File: config.mk
export PLATFORM = sky130hd
export DESIGN_NAME = encoder_hold_and_tap_sequencer
export DESIGN_NICKNAME = d
export VERILOG_FILES = /design/src/rtl/ehts_pkg.sv /design/src/rtl/encoder_hold_and_tap_sequencer.sv
export VERILOG_INCLUDE_DIRS = /design/src /design/src/rtl
export SDC_FILE = /design/constraint.sdc
export NUM_CORES = 1
export LEC_CHECK = 0
export BUFFER_PORTS_ARGS = -buffer_cell sky130_fd_sc_hd__buf_2
export CAP_MARGIN = 20
export CORE_AREA = 2 2 201 203
export CTS_CLUSTER_DIAMETER = 150
export DETAILED_ROUTE_END_ITERATION = 8
export DIE_AREA = 0 0 203 205
export SETUP_SLACK_MARGIN = 0.2
export SYNTH_ARGS = -nofsm -noshare
export SYNTH_HDL_FRONTEND = slang
export SYNTH_SLANG_ARGS = --single-unit
export TNS_END_PERCENT = 10
File: constraint.sdc
create_clock -name clk -period 10.2 [get_ports clk]
set_input_delay 0.51 -clock clk [delete_from_list [all_inputs] [get_ports clk]]
set_output_delay 0.51 -clock clk [all_outputs]
set_load 0.005 [all_outputs]
File: src/rtl/assert_macros.svh
// ----------------------------------------------------------------------------
// Assertion macros
// Shared concurrent assertion helpers; empty when SYNTHESIS is defined.
// ----------------------------------------------------------------------------
`ifndef ASSERT_MACROS_SVH
`define ASSERT_MACROS_SVH

`ifndef SYNTHESIS
`define ASSERT_ALWAYS(lbl, clk, rst_n, cond) \
	lbl: assert property (@(posedge clk) disable iff (!rst_n) (cond)) \
		else $error("assertion failed");
`define ASSERT_IMPLY(lbl, clk, rst_n, ante, cons) \
	lbl: assert property (@(posedge clk) disable iff (!rst_n) (ante) |-> (cons)) \
		else $error("assertion failed");
`define ASSERT_NEXT(lbl, clk, rst_n, ante, cons) \
	lbl: assert property (@(posedge clk) disable iff (!rst_n) (ante) |=> (cons)) \
		else $error("assertion failed");
`else
`define ASSERT_ALWAYS(lbl, clk, rst_n, cond)
`define ASSERT_IMPLY(lbl, clk, rst_n, ante, cons)
`define ASSERT_NEXT(lbl, clk, rst_n, ante, cons)
`endif

`endif

File: src/rtl/ehts_pkg.sv
// ----------------------------------------------------------------------------
// Hold and tap sequencer package
// Types, codes, reset values and the event helpers of the sequencer.
// ----------------------------------------------------------------------------
package ehts_pkg;

	localparam int MaxEv = 5;
	localparam int CntW  = $clog2(MaxEv + 1);

	localparam logic [31:0] HoldKeyRst    = 32'd0;
	localparam logic [15:0] IdleWindowRst = 16'd750;
	localparam logic [7:0]  ArmDelayRst   = 8'd15;
	localparam logic [7:0]  TapLengthRst  = 8'd25;

	typedef enum logic [1:0] {
		OP_DETENT_PRESS   = 2'd0,
		OP_DETENT_RELEASE = 2'd1,
		OP_OTHER_KEY      = 2'd2,
		OP_TICK           = 2'd3
	} op_t;

	typedef enum logic [1:0] {
		REG_HOLD_KEY    = 2'd0,
		REG_IDLE_WINDOW = 2'd1,
		REG_ARM_DELAY   = 2'd2,
		REG_TAP_LENGTH  = 2'd3
	} reg_idx_t;

	typedef struct packed {
		logic [31:0] code;
		logic        down;
	} event_t;

	typedef struct packed {
		logic        session_active;
		logic        hold_pressed;
		logic        tap_pressed;
		logic        tap_deferred;
		logic        tap_self_timed;
		logic        end_pending_tap;
		logic [31:0] tap_key;
		logic [15:0] idle_cnt;
		logic        idle_armed;
		logic [7:0]  arm_cnt;
		logic [7:0]  tap_cnt;
		logic        tap_armed;
	} state_t;

	typedef struct packed {
		state_t                  st;
		logic [CntW-1:0]         cnt;
		event_t [MaxEv-1:0]      ev;
	} ctx_t;

	function automatic ctx_t emit(ctx_t c, logic [31:0] code, logic down);
		ctx_t r;
		r = c;
		if (r.cnt < CntW'(MaxEv)) begin
			r.ev[r.cnt].code = code;
			r.ev[r.cnt].down = down;
			r.cnt = r.cnt + CntW'(1);
		end
		return r;
	endfunction

	function automatic ctx_t release_tap(ctx_t c);
		ctx_t r;
		r = c;
		if (r.st.tap_pressed) begin
			r.st.tap_pressed = 1'b0;
			r.st.tap_self_timed = 1'b0;
			r = emit(r, r.st.tap_key, 1'b0);
		end
		return r;
	endfunction

	function automatic ctx_t release_hold(ctx_t c, logic [31:0] hold_code);
		ctx_t r;
		r = c;
		r.st.session_active = 1'b0;
		r.st.end_pending_tap = 1'b0;
		r.st.tap_deferred = 1'b0;
		if (r.st.hold_pressed) begin
			r.st.hold_pressed = 1'b0;
			r = emit(r, hold_code, 1'b0);
		end
		return r;
	endfunction

	function automatic ctx_t after_tap(ctx_t c, logic [31:0] hold_code);
		ctx_t r;
		r = c;
		if (r.st.end_pending_tap && !r.st.tap_pressed && !r.st.tap_deferred) begin
			r = release_hold(r, hold_code);
		end
		return r;
	endfunction

	function automatic ctx_t end_session(ctx_t c, logic [31:0] hold_code);
		ctx_t r;
		r = c;
		r.st.idle_armed = 1'b0;
		if (!r.st.session_active && !r.st.hold_pressed && !r.st.tap_deferred) begin
			r = r;
		end else if (r.st.tap_deferred && !r.st.tap_pressed) begin
			r = release_hold(r, hold_code);
		end else if (r.st.tap_pressed) begin
			r.st.end_pending_tap = 1'b1;
			r.st.session_active = 1'b0;
		end else begin
			r = release_hold(r, hold_code);
		end
		return r;
	endfunction

	function automatic ctx_t push_tap(ctx_t c, logic [31:0] code);
		ctx_t r;
		r = release_tap(c);
		r.st.tap_key = code;
		r.st.tap_pressed = 1'b1;
		r = emit(r, code, 1'b1);
		return r;
	endfunction

endpackage

File: src/rtl/encoder_hold_and_tap_sequencer.sv
// ----------------------------------------------------------------------------
// Encoder hold and tap sequencer
// Turns detent, key and tick requests into hold key and tap key events.
// ----------------------------------------------------------------------------
// Usage:
//   Input channel (in_valid/in_ready, operation, tap_key) takes one request:
//   detent press, detent release, other key press or a millisecond tick.
//   Output channel (out_valid/out_ready, key_code, key_down, last_of_run)
//   delivers the key events a request causes, zero to five, in order;
//   last_of_run marks the final event of a request.
//   Configuration (cfg_en, cfg_index, cfg_data) writes the hold keycode,
//   idle window, arm delay and tap length registers.
// Timing:
//   A request is held in the input register, where the state update and its
//   event list are formed; the list is then registered into the event buffer.
//   A request is taken every cycle as long as the event buffer can take its
//   events; a request with k events holds the output until all k are taken,
//   requests without events pass at one per cycle.
// Reset and stall:
//   arst_n clears the session state, loads the default register values and
//   empties both stages. A stalled receiver freezes the event buffer; the
//   input register then holds the next request with events and in_ready drops.
// ----------------------------------------------------------------------------
`include "assert_macros.svh"

module encoder_hold_and_tap_sequencer
	import ehts_pkg::*;
(
	input  logic        clk,
	input  logic        arst_n,
	input  logic        in_valid,
	output logic        in_ready,
	input  logic [1:0]  operation,
	input  logic [31:0] tap_key,
	output logic        out_valid,
	input  logic        out_ready,
	output logic [31:0] key_code,
	output logic        key_down,
	output logic        last_of_run,
	input  logic        cfg_en,
	input  logic [1:0]  cfg_index,
	input  logic [31:0] cfg_data
);

	logic [31:0] hold_key_q;
	logic [15:0] idle_window_q;
	logic [7:0]  arm_delay_q;
	logic [7:0]  tap_length_q;

	state_t      st_q;

	logic        valid_s1;
	op_t         op_s1;
	logic [31:0] key_s1;

	event_t [MaxEv-1:0] ev_s2;
	logic [CntW-1:0]    cnt_s2;
	logic [CntW-1:0]    idx_s2;

	ctx_t        nxt;
	logic        tap_fire;
	logic        arm_fire;
	logic        idle_fire;
	logic        pop;
	logic        pop_last;
	logic        buf_free;
	logic        proc;

	always_ff @(posedge clk or negedge arst_n) begin
		if (!arst_n) begin
			hold_key_q    <= HoldKeyRst;
			idle_window_q <= IdleWindowRst;
			arm_delay_q   <= ArmDelayRst;
			tap_length_q  <= TapLengthRst;
		end else if (cfg_en) begin
			case (reg_idx_t'(cfg_index))
				REG_HOLD_KEY:    hold_key_q    <= cfg_data;
				REG_IDLE_WINDOW: idle_window_q <= cfg_data[15:0];
				REG_ARM_DELAY:   arm_delay_q   <= cfg_data[7:0];
				REG_TAP_LENGTH:  tap_length_q  <= cfg_data[7:0];
				default: ;
			endcase
		end
	end

	always_comb begin
		nxt = '0;
		nxt.st = st_q;
		tap_fire = 1'b0;
		arm_fire = 1'b0;
		idle_fire = 1'b0;
		case (op_s1)
			OP_DETENT_PRESS: begin
				nxt.st.session_active = 1'b1;
				nxt.st.end_pending_tap = 1'b0;
				nxt.st.idle_cnt = idle_window_q;
				nxt.st.idle_armed = 1'b1;
				if (!st_q.hold_pressed) begin
					nxt.st.hold_pressed = 1'b1;
					nxt = emit(nxt, hold_key_q, 1'b1);
					nxt.st.tap_deferred = 1'b1;
					nxt.st.tap_key = key_s1;
					nxt.st.arm_cnt = arm_delay_q;
				end else begin
					nxt.st.tap_deferred = 1'b0;
					nxt.st.tap_self_timed = 1'b0;
					nxt.st.tap_armed = 1'b0;
					nxt = push_tap(nxt, key_s1);
				end
			end
			OP_DETENT_RELEASE: begin
				if (!st_q.tap_deferred && !st_q.tap_self_timed) begin
					nxt = after_tap(release_tap(nxt), hold_key_q);
				end
			end
			OP_OTHER_KEY: begin
				if (st_q.session_active || st_q.hold_pressed) begin
					nxt = end_session(nxt, hold_key_q);
				end
			end
			default: begin
				// count down: tap first, then arm, then idle
				if (st_q.tap_armed) begin
					if (st_q.tap_cnt <= 8'd1) begin
						nxt.st.tap_cnt = 8'd0;
						tap_fire = 1'b1;
					end else begin
						nxt.st.tap_cnt = st_q.tap_cnt - 8'd1;
					end
				end
				if (st_q.tap_deferred) begin
					if (st_q.arm_cnt <= 8'd1) begin
						nxt.st.arm_cnt = 8'd0;
						arm_fire = 1'b1;
					end else begin
						nxt.st.arm_cnt = st_q.arm_cnt - 8'd1;
					end
				end
				if (st_q.idle_armed) begin
					if (st_q.idle_cnt <= 16'd1) begin
						nxt.st.idle_cnt = 16'd0;
						idle_fire = 1'b1;
					end else begin
						nxt.st.idle_cnt = st_q.idle_cnt - 16'd1;
					end
				end
				if (tap_fire) begin
					nxt.st.tap_armed = 1'b0;
					if (nxt.st.tap_self_timed) begin
						nxt = after_tap(release_tap(nxt), hold_key_q);
					end
				end
				if (arm_fire && nxt.st.tap_deferred) begin
					nxt.st.tap_deferred = 1'b0;
					if (nxt.st.hold_pressed && nxt.st.session_active) begin
						nxt = push_tap(nxt, nxt.st.tap_key);
						nxt.st.tap_self_timed = 1'b1;
						nxt.st.tap_cnt = tap_length_q;
						nxt.st.tap_armed = 1'b1;
					end
				end
				if (idle_fire) begin
					nxt.st.idle_armed = 1'b0;
					nxt = end_session(nxt, hold_key_q);
				end
			end
		endcase
	end

	assign out_valid   = (cnt_s2 != '0);
	assign last_of_run = (idx_s2 == cnt_s2 - CntW'(1));
	assign key_code    = ev_s2[idx_s2].code;
	assign key_down    = ev_s2[idx_s2].down;
	assign pop         = out_valid && out_ready;
	assign pop_last    = pop && last_of_run;
	assign buf_free    = !out_valid || pop_last;
	assign proc        = valid_s1 && ((nxt.cnt == '0) || buf_free);
	assign in_ready    = !valid_s1 || proc;

	always_ff @(posedge clk or negedge arst_n) begin
		if (!arst_n) begin
			valid_s1 <= 1'b0;
		end else if (in_ready) begin
			valid_s1 <= in_valid;
		end
	end

	always_ff @(posedge clk) begin
		if (in_ready && in_valid) begin
			op_s1  <= op_t'(operation);
			key_s1 <= tap_key;
		end
	end

	always_ff @(posedge clk or negedge arst_n) begin
		if (!arst_n) begin
			st_q <= '0;
		end else if (proc) begin
			st_q <= nxt.st;
		end
	end

	always_ff @(posedge clk or negedge arst_n) begin
		if (!arst_n) begin
			cnt_s2 <= '0;
			idx_s2 <= '0;
		end else if (proc && (nxt.cnt != '0)) begin
			cnt_s2 <= nxt.cnt;
			idx_s2 <= '0;
		end else if (pop_last) begin
			cnt_s2 <= '0;
			idx_s2 <= '0;
		end else if (pop) begin
			idx_s2 <= idx_s2 + CntW'(1);
		end
	end

	always_ff @(posedge clk) begin
		if (proc && (nxt.cnt != '0)) begin
			ev_s2 <= nxt.ev;
		end
	end

	`ASSERT_ALWAYS(a_cnt_range, clk, arst_n, cnt_s2 <= CntW'(MaxEv))
	`ASSERT_IMPLY(a_idx_in_run, clk, arst_n, out_valid, idx_s2 < cnt_s2)
	`ASSERT_NEXT(a_stall_holds_idx, clk, arst_n, out_valid && !out_ready, $stable(idx_s2))
	`ASSERT_IMPLY(a_deferred_needs_hold, clk, arst_n, st_q.tap_deferred, st_q.hold_pressed)

endmodule

# Yosys cells after proc, flatten, opt, wreduce, memory -nomap -nowiden
# Index checks and enable logic that the tools add are counted.
dict set report totals {
  ff_bits 342
  out_inout_bits 36
  wordCells 252
}
dict set report classes {
  n_addsub 11
  magnitude_cmp 22
  n_eq_ne 14
  muxes 108
  bitwise_logic 2
  reduce_logical 64
}
# op n
set op_table {}
lappend op_table {{$mux 240} 23}
lappend op_table {{$bwmux 165} 12}
lappend op_table {{$mux 168} 11}
lappend op_table {{$demux 33 s3} 12}
lappend op_table {{$pmux 240 s3} 1}
lappend op_table {{$mux 239} 3}
lappend op_table {{$mux 236} 3}
lappend op_table {{$mux 166} 3}
lappend op_table {{$mux 234} 1}
lappend op_table {{$mux 33} 7}
lappend op_table {{$bmux 33 s3} 1}
lappend op_table {{$mux 16} 2}
lappend op_table {{$mux 8} 4}
lappend op_table {{$lt 3x4->1 const B} 7}
lappend op_table {{$logic_and 1x1->1} 24}
lappend op_table {{$add 3x1->3 const B} 7}
lappend op_table {{$ge 3x1->1 const B} 6}
lappend op_table {{$lt 3x3->1 const B} 6}
lappend op_table {{$mux 1} 18}
lappend op_table {{$le 16x1->1 const B} 1}
lappend op_table {{$le 8x1->1 const B} 2}
lappend op_table {{$reduce_and 4->1} 4}
lappend op_table {{$sub 16x1->16 const B} 1}
lappend op_table {{$sub 8x1->8 const B} 2}
lappend op_table {{20 further kinds} 60}

# Logic depth before layout (Yosys ltp)
# Gate-level depths: netlist of run 1.
dict set report depth {
  word_depth 58
  ltp_mapped 19
  depth_no_buf 16
}

# Worst setup path before layout of run 1
# OpenSTA, ideal clock, no wires.
dict set report synth_timing {
  path_kind {register to register}
  from {register st_q[69] (netlist name)}
  to {register ev_s2[0] (netlist name) (enable)}
  setup_time_ps 546
  arrival_ps 7177
  path_slack_ps 2478
  path_stages_with_launch 15
  n_path_buf 1
  cell_sequence {dfrtp_1 -> buf_2 -> clkinv_1 -> ha_1 -> mux2i_1 -> nand2_1 -> ha_1 -> o2bb2ai_1 -> ha_1 -> nor2_1 -> a22oi_1 -> ha_1 -> a41o_1 -> or4_1 -> and3_1}
}
dict set report synth_between {
  elab_chain_len 34
  elab_cells_between_ends 64
  cone_classes {6 x add/sub; 6 x order compare; 43 x mux; 9 x reduce/logical}
}
# element line_no
set synth_rtl {}
lappend synth_rtl {{start: declaration} encoder_hold_and_tap_sequencer.sv:50} ;# state_t st_q;
lappend synth_rtl {{start signal: assignment} encoder_hold_and_tap_sequencer.sv:199} ;# st_q <= nxt.st;
lappend synth_rtl {{$mux 236} ehts_pkg.sv:69} ;# if (r.st.tap_pressed) begin
lappend synth_rtl {{$mux 240} encoder_hold_and_tap_sequencer.sv:149} ;# if (nxt.st.tap_self_timed) begin
lappend synth_rtl {{$mux 240} encoder_hold_and_tap_sequencer.sv:147} ;# if (tap_fire) begin
lappend synth_rtl {{$mux 240} encoder_hold_and_tap_sequencer.sv:92} ;# case (op_s1)
lappend synth_rtl {{$add 3x1->3 or $lt 3x3->1 (tied branches)} {ehts_pkg.sv:61, ehts_pkg.sv:58}}
lappend synth_rtl {{$mux 168} ehts_pkg.sv:58} ;# if (r.cnt < CntW'(MaxEv)) begin
lappend synth_rtl {{$mux 168} ehts_pkg.sv:83} ;# if (r.st.hold_pressed) begin
lappend synth_rtl {{$mux 240} ehts_pkg.sv:93} ;# if (r.st.end_pending_tap && !r.st.tap_pressed && !r.st.tap_deferred) begin
lappend synth_rtl {{(+18 left out)} n/a}
lappend synth_rtl {{$mux 239} ehts_pkg.sv:105} ;# end else if (r.st.tap_deferred && !r.st.tap_pressed) begin
lappend synth_rtl {{$mux 240} ehts_pkg.sv:103} ;# if (!r.st.session_active && !r.st.hold_pressed && !r.st.tap_deferred) begin
lappend synth_rtl {{$mux 240} encoder_hold_and_tap_sequencer.sv:162} ;# if (idle_fire) begin
lappend synth_rtl {{$pmux 240 s3 *} encoder_hold_and_tap_sequencer.sv:92}
lappend synth_rtl {{$logic_not 3->1} encoder_hold_and_tap_sequencer.sv:177} ;# assign proc = valid_s1 && ((nxt.cnt == '0) || buf_free);
lappend synth_rtl {{$logic_or 1x1->1} encoder_hold_and_tap_sequencer.sv:177}
lappend synth_rtl {{$logic_and 1x1->1} encoder_hold_and_tap_sequencer.sv:177}
lappend synth_rtl {{$logic_and 1x1->1 *} encoder_hold_and_tap_sequencer.sv:219} ;# if (proc && (nxt.cnt != '0)) begin
lappend synth_rtl {{end signal: assignment} encoder_hold_and_tap_sequencer.sv:220} ;# ev_s2 <= nxt.ev;
lappend synth_rtl {{end: declaration} encoder_hold_and_tap_sequencer.sv:56} ;# event_t [MaxEv-1:0] ev_s2;
# Every way passes the cells marked *; elsewhere a longest branch is shown, timed or not. The select of a mux whose other input is x is not followed.
# A chain may end at the register's enable or synchronous reset.

# Worst setup path in the final report of run 1
dict set report layout_timing {
  from {register st_q[69] (netlist name)}
  to {register ev_s2[51] (netlist name) (enable)}
}
# The elaborated chain is that of the path after synthesis.

==> results of run 1 <==
[registers in the layout, indices dropped and copies added, names as in the netlist]
| signal | flops |
|---|---|
| idle_window_q | 16 |
| idx_s2 | 3 |
| op_s1 | 2 |
| ev_s2 | 165 |
| st_q | 72 |
| tap_length_q | 8 |
| cnt_s2 | 3 |
| arm_delay_q | 8 |
| hold_key_q | 32 |
| key_s1 | 32 |
| valid_s1 | 1 |
[final cells by class]
cell class,instances,area share (%)
diodes,1,0.0125
clock buffers,52,5.59
clock inverters,17,0.894
inverters,18,0.337
multi-input cells,1144,38.2
flip-flops and latches,342,47.8
well taps,525,3.28
repair buffers,135,3.81
[worst max-delay path: cells and delay by family (launching register included)]
family	cells	cell delay (ns)
multiplexers	1	0.46
adder cells (fa/ha/maj)	4	1.44
AO/OA/AOI/OAI	3	0.54
AND/OR/NAND/NOR	4	1.22
buffers and inverters	2	1.00
flip-flops	1	0.46
[layout by cell type, fill, tap and decap left out, types with 42 or more instances in the layout]
master / instances
edfxtp_1: 199
nand2_1: 141
dfrtp_1: 126
buf_2: 108
nor2_1: 104
a21oi_1: 104
o21ai_0: 92
mux2i_1: 88
a22oi_1: 82
mux2_2: 68
and3_1: 66
clkbuf_16: 42
[metal layers]
layer	track usage (%)	part of all wire, %
met4	10.3	3.2
met2	41.2	46
met5	0	0
met3	4.72	7.2
met1	35.7	43
[through the flow]
step / cells / area (um^2) / util [%] / hold WS [ns]
floorplan: 1618 / 17700 / - / 0.214
global placement: 2161 / 18700 / 47.5 / 0.485
detailed placement: 2163 / 18700 / 47.5 / 0.494
CTS: 2232 / 20000 / 50.8 / 0.0277
global route: 2233 / 20000 / 50.9 / 0.0578
finish: 2234 / 20000 / 50.9 / 0.00374
[final timing paths]
kind / start / cells past startpoint / slack [ns] / to
worst min register to register: arm_delay_q[5]$_DFFE_PN0P_ / 1 / 0.51 / arm_delay_q[5]$_DFFE_PN0P_
max in group asynchronous: arst_n / 2 / 8.75 / st_q[69]$_DFFE_PN0P_
worst max register to register: st_q[69]$_DFFE_PN0P_ / 14 / 4.63 / ev_s2[51]$_DFFE_PP_
min in group clk: tap_key[16] / 1 / 0.12 / key_s1[16]$_DFFE_PP_
worst max-delay path: st_q[69]$_DFFE_PN0P_ / 14 / 4.63 / ev_s2[51]$_DFFE_PP_
worst min-delay path: arst_n / 1 / 0.004 / idle_window_q[4]$_DFFE_PN0P_
[power breakdown]
part	internal (uW)	switching, uW	leakage [uW]
clock network	849	577	0.000633
logic	744	1210	0.00371
registers	1870	392	0.00356
total	3460	2180	0.00790
[cell families after synthesis]
family                     share of synthesized area (%)
other                                             0.0213
buffers and inverters                               3.23
muxes                                               11.2
adders and majority gates                           1.28
AOI/OAI and AO/OA                                   17.8
and+or+nand+nor                                     11.8
xor gates and xnor gates                           0.334
DFF                                                 54.4
==> flow_metrics.env, run 1 <==
export IMPL_drt_pass1_iter_count=5
export IMPL_drive_gt1_share_pct=19.1
export IMPL_cts_sinks=342
export IMPL_p_total_uw=5650
export IMPL_slew_violations=0
export IMPL_synth_top_area_share_pct=33.9
export IMPL_status="completed"
export IMPL_grt_max_degree=91
export IMPL_path_clk_slew_ns=0.06
export IMPL_yosys_warnings=0
export IMPL_htreeDepth=2
export IMPL_tns_ns=0
export IMPL_crit_top_cell="ha_1"
export IMPL_critPathCaptureType="flip-flop"
export IMPL_post_cts_buffers=0
export IMPL_crit_path_start_kind="flip-flop"
export IMPL_gp_congestion=0.875
export IMPL_drt_wirelength_per_cell_um=24.2
export IMPL_finalCritPeriodShare_pct=54.6
export IMPL_cts_tree="done"
export IMPL_initial_core_util_pct=44.7
export IMPL_drt_first_iter_violations=1335
export IMPL_synthDistinctLibCells=77
export IMPL_grt_pass1_vias=13300
export IMPL_core_rowCount=73
export IMPL_ir_drop_v=0.000155
export IMPL_core_area_um2=39400
export IMPL_crit_required_ns=10.39
export IMPL_critical_path_class="reg -> reg"
export IMPL_track_usage_pct=26.1
export IMPL_drc_errors=0
export IMPL_numCtsBuffers=38
export IMPL_area_growth_pct=13.7
export IMPL_cts_buffer_depth=3
export IMPL_cts_resized=0
export IMPL_root_buffer="clkbuf_16"
export IMPL_detail_route_antenna_nets=0
export IMPL_die_area_um2=41600
export IMPL_max_slew_margin_rel_pct=16.7
export IMPL_synth_area_leader_cell="edfxtp_1"
export IMPL_grt_antenna_before_repair=0
export IMPL_grt_pass1_wl_mm=82.0
export IMPL_leakage_uw=0.00790
export IMPL_setup_ws_ns=4.63
export IMPL_die_h_um=205
export IMPL_fillCellCount=3497
export IMPL_synth_common_cells="edfxtp_1, nand2_1, dfrtp_1, nor2_1, a21oi_1"
export IMPL_rsz0062_at_grt="false"
export IMPL_cts_hold_buf=0
export IMPL_die_x_um=203
export IMPL_yosysSeqAreaShare_pct=54.4
export IMPL_setup_viol=0
export IMPL_vias_per_cell=6.16
export IMPL_async_reset_ff_share_pct=41.8
export IMPL_netlist_instances=1585
export IMPL_dp_slack_ns=4.59
export IMPL_crit_chain="clkinv_1, ha_1, mux2i_1, nand2_1, ha_1, o2bb2ai_1, ha_1, nor2_1, a22oi_1, ha_1, a41o_1, or4_1, and3_4, buf_4"
export IMPL_routed_wl_mm=54.1
export IMPL_ys_top_cells_by_area="edfxtp_1, dfrtp_1, mux2i_1"
export IMPL_worstPathArrival_ns=5.76
export IMPL_seqCellArea_um2=9580
export IMPL_dp_hpwl_mm=33.7
export IMPL_skew_ns=0.0252
export IMPL_max_slew_worst_pin_slew_ns=1.24
export IMPL_portBuffers=108
export IMPL_vias=13800
export IMPL_ys_ff_latch=342
export IMPL_synth_edf_count=199
export IMPL_final_nets=1770
export IMPL_slowest_stage="buf_4"
export IMPL_netlist_area_um2=17600
export IMPL_finalHoldViolCount=0
export IMPL_gr_total_overflow=0
export IMPL_yosysMostFrequentCell="edfxtp_1"
export IMPL_critPathMaxStageDelay_ns=0.73
export IMPL_multiInputGateArea_um2=7660
export IMPL_cp_max_fo=64
export IMPL_synth_avg_cell_area_um2=11.1
export IMPL_hold_path_class="in -> async"
export IMPL_clk_latency_ns=0.56
export IMPL_fmax_ghz=0.180
export IMPL_maxCapViolCount=0
export IMPL_synth_ff_type="edfxtp_1"
export IMPL_pwr_density_cell_nw_per_um2=282
export IMPL_post_route_min_period_ns=5.57
export IMPL_ios=109
No activity file was read; power rests on OpenSTA's default activity.
==> run 2: changes to the inputs <==
- clock period: 10.2 -> 5.5 ns (I/O delays scaled with it)
==> run 2 against run 1 <==
Effect of this change:
- combinational power is 90% higher
- clock skew increased by 0.0031 ns
- flip-flop and latch count unchanged
- routed wire length down 2.3%
- sequential share of layout area decreased by 1.4 points
- setup slack got worse by 4.2 ns
- register-to-register slack worse by 4.1 ns
==> flow_metrics.env, run 2 (synthesized netlist as in run 1, its figures left out) <==
export IMPL_slew_violations=0
export IMPL_area_growth_pct=17.0
export IMPL_p_clk_share_pct=23.8
export IMPL_top_register="ev_s2"
export IMPL_core_rowCount=73
export IMPL_routed_wl_mm=52.9
export IMPL_crit_end="in_ready"
export IMPL_skew_ns=0.0283
export IMPL_p_switching_uw=4000
export IMPL_sequentialPowerShare_pct=40.1
export IMPL_die_h_um=205
export IMPL_vias_per_cell=6.07
export IMPL_fmax_ghz=0.197
export IMPL_top_regs="ev_s2: 165 flops, st_q: 72 flops"
export IMPL_maxCapViolCount=0
export IMPL_fin_area_um2=20600
export IMPL_max_slew_worst_pin_slew_ns=1.08
export IMPL_numCtsBuffers=37
export IMPL_fillCellCount=3446
export IMPL_ios=109
export IMPL_critPathCaptureType="output pin"
export IMPL_final_common_cell="edfxtp_1"
export IMPL_max_slew_margin_rel_pct=27.6
export IMPL_htreeDepth=2
export IMPL_drt_first_iter_violations=1520
export IMPL_pwr_density_cell_nw_per_um2=502
export IMPL_cts_tree="done"
export IMPL_finalCritPeriodShare_pct=92.5
export IMPL_grt_busiest_layer="met2"
export IMPL_status="completed"
export IMPL_grt_max_degree=77
export IMPL_rsz0062_at_grt="true"
export IMPL_cts_sinks=342
export IMPL_vias=14000
export IMPL_cp_startpoint="st_q[3]$_DFFE_PN0P_"
export IMPL_setup_viol=0
export IMPL_gp_congestion=0.892
export IMPL_core_area_um2=39400
export IMPL_die_area_um2=41600
export IMPL_drive_gt1_share_pct=19.0
export IMPL_dp_hpwl_mm=34.4
export IMPL_portBuffers=108
export IMPL_switching_share_pct=38.7
export IMPL_r2r_start="st_q[3]$_DFFE_PN0P_"
export IMPL_drc_errors=0
export IMPL_detail_route_antenna_nets=0
export IMPL_track_usage_pct=25.6
export IMPL_largest_reg_flops=165
export IMPL_rrSetupSlack_ns=0.50
export IMPL_use_met3_pct=5.28
export IMPL_cp_max_fo=28
export IMPL_final_nets=1840
export IMPL_path_clk_slew_ns=0.06
export IMPL_grt_pass1_vias=13700
export IMPL_placed_cell_area_um2=18800
export IMPL_final_util_pct=52.4
export IMPL_grt_antenna_before_repair=1
export IMPL_crit_required_ns=5.22
export IMPL_combPwrFrac_pct=36.1
export IMPL_grtUsageMet2_pct=39.7
export IMPL_drt_pass1_iter_count=5
export IMPL_gr_total_overflow=0
export IMPL_clk_latency_ns=0.56
export IMPL_die_x_um=203
export IMPL_drt_wirelength_per_cell_um=23.0
export IMPL_tns_ns=0
export IMPL_finalHoldViolCount=0
export IMPL_grt_pass1_wl_mm=81.4
export IMPL_worstPathArrival_ns=4.81
export IMPL_final_cell_mix="edfxtp_1, nand2_1, dfrtp_1, buf_2"
export IMPL_rr_worst_depth=14
export IMPL_reg2reg_to="key_s1[15]$_DFFE_PP_"
export IMPL_hold_path_class="in -> reg"
export IMPL_met1_usage_pct=35.8
export IMPL_internal_power_uw=6350
export IMPL_cts_buffer_depth=3
export IMPL_ir_drop_v=0.000277
export IMPL_root_buffer="clkbuf_16"
export IMPL_post_route_min_period_ns=5.09
export IMPL_critical_path_class="reg -> out"
export IMPL_initial_core_util_pct=44.7
export IMPL_crit_path_start_kind="flip-flop"
export IMPL_leakage_uw=0.00818
[run 2: cell count changes in the layout (fill, tap and decap cells not counted), moves of 2 or more]
cell	delta
buf_8	-2
dlygate4sd3_1	+55
clkinv_2	+3
bufinv_16	-3
buf_12	+2
clkinv_1	-4
buf_4	+15
clkinv_4	-2
clkbuf_1	+5
[run 2: power groups by stage]
stage	Sequential [uW]	Combinational, uW	Clock (uW)
4_1_cts	4130	3730	2510
3_5_place_dp	4180	3690	0
2_1_floorplan	3860	2660	0
5_1_grt	4230	4100	2610
3_3_place_gp	4150	3640	0
6_report	4150	3730	2470
[run 2: through the flow]
step	setup slack, ns	instances	total power [uW]	hold WS [ns]
2_1_floorplan	0.404	1618	6510	-0.0206
3_3_place_gp	0.566	2176	7790	0.253
3_5_place_dp	0.432	2178	7870	0.253
4_1_cts	0.398	2301	10400	0.00264
5_1_grt	0.158	2303	10900	0.0145
6_report	0.413	2304	10400	0.0194
[run 2: routing by layer]
| layer | vias up | share of wire (%) |
|---|---|---|
| li1 | 6348 | - |
| met1 | 6862 | 44 |
| met2 | 637 | 45 |
| met3 | 133 | 8.3 |
| met4 | 0 | 3.4 |
| met5 | - | 0 |
[run 2: cell type report]
cell class              count  area [um^2]  share of cell area [%]
multi-input cells        1144         7650                    37.1
clock inverters            11         81.3                   0.395
inverters                  18         67.6                   0.328
flip-flops and latches    342         9580                    46.5
clock buffers              57         1130                    5.46
repair buffers            206         1450                    7.02
well taps                 525          657                    3.19
diodes                      1         2.50                  0.0121
[run 2: worst min path at each step]
| stage | start | cells past startpoint | end | slack [ns] |
|---|---|---|---|---|
| floorplan | arst_n | 0 | arm_delay_q[4]$_DFFE_PN0P_ | -0.02 |
| global placement | arst_n | 1 | idle_window_q[10]$_DFFE_PN0P_ | 0.25 |
| detailed placement | arst_n | 1 | hold_key_q[6]$_DFFE_PN0P_ | 0.25 |
| CTS | cfg_data[14] | 2 | idle_window_q[14]$_DFFE_PN0P_ | 0.003 |
| global route | cfg_data[14] | 2 | idle_window_q[14]$_DFFE_PN0P_ | 0.01 |
| finish | cfg_data[14] | 2 | hold_key_q[14]$_DFFE_PN0P_ | 0.02 |
[run 2: what timing repair did]
item | in CTS | in global routing
gates resized for setup | 0 | 1
buffers inserted | 0 | 0
endpoints found under the setup margin | 0 | 35
hold buffers | 55 | 0
hold endpoints to repair | 102 | 0
[run 2: critical path, stage by stage, from the launching register on]
cell and delay, ns:
dfrtp_1 0.43, nor3_1 0.49, nand4_1 0.30, or2_2 0.43, ha_1 0.34, o2bb2ai_1 0.22, ha_1 0.38, nor2_1 0.06
a22oi_1 0.19, ha_1 0.26, a41o_1 0.23, o41a_4 0.63, nand2_1 0.16, buf_2 0.13
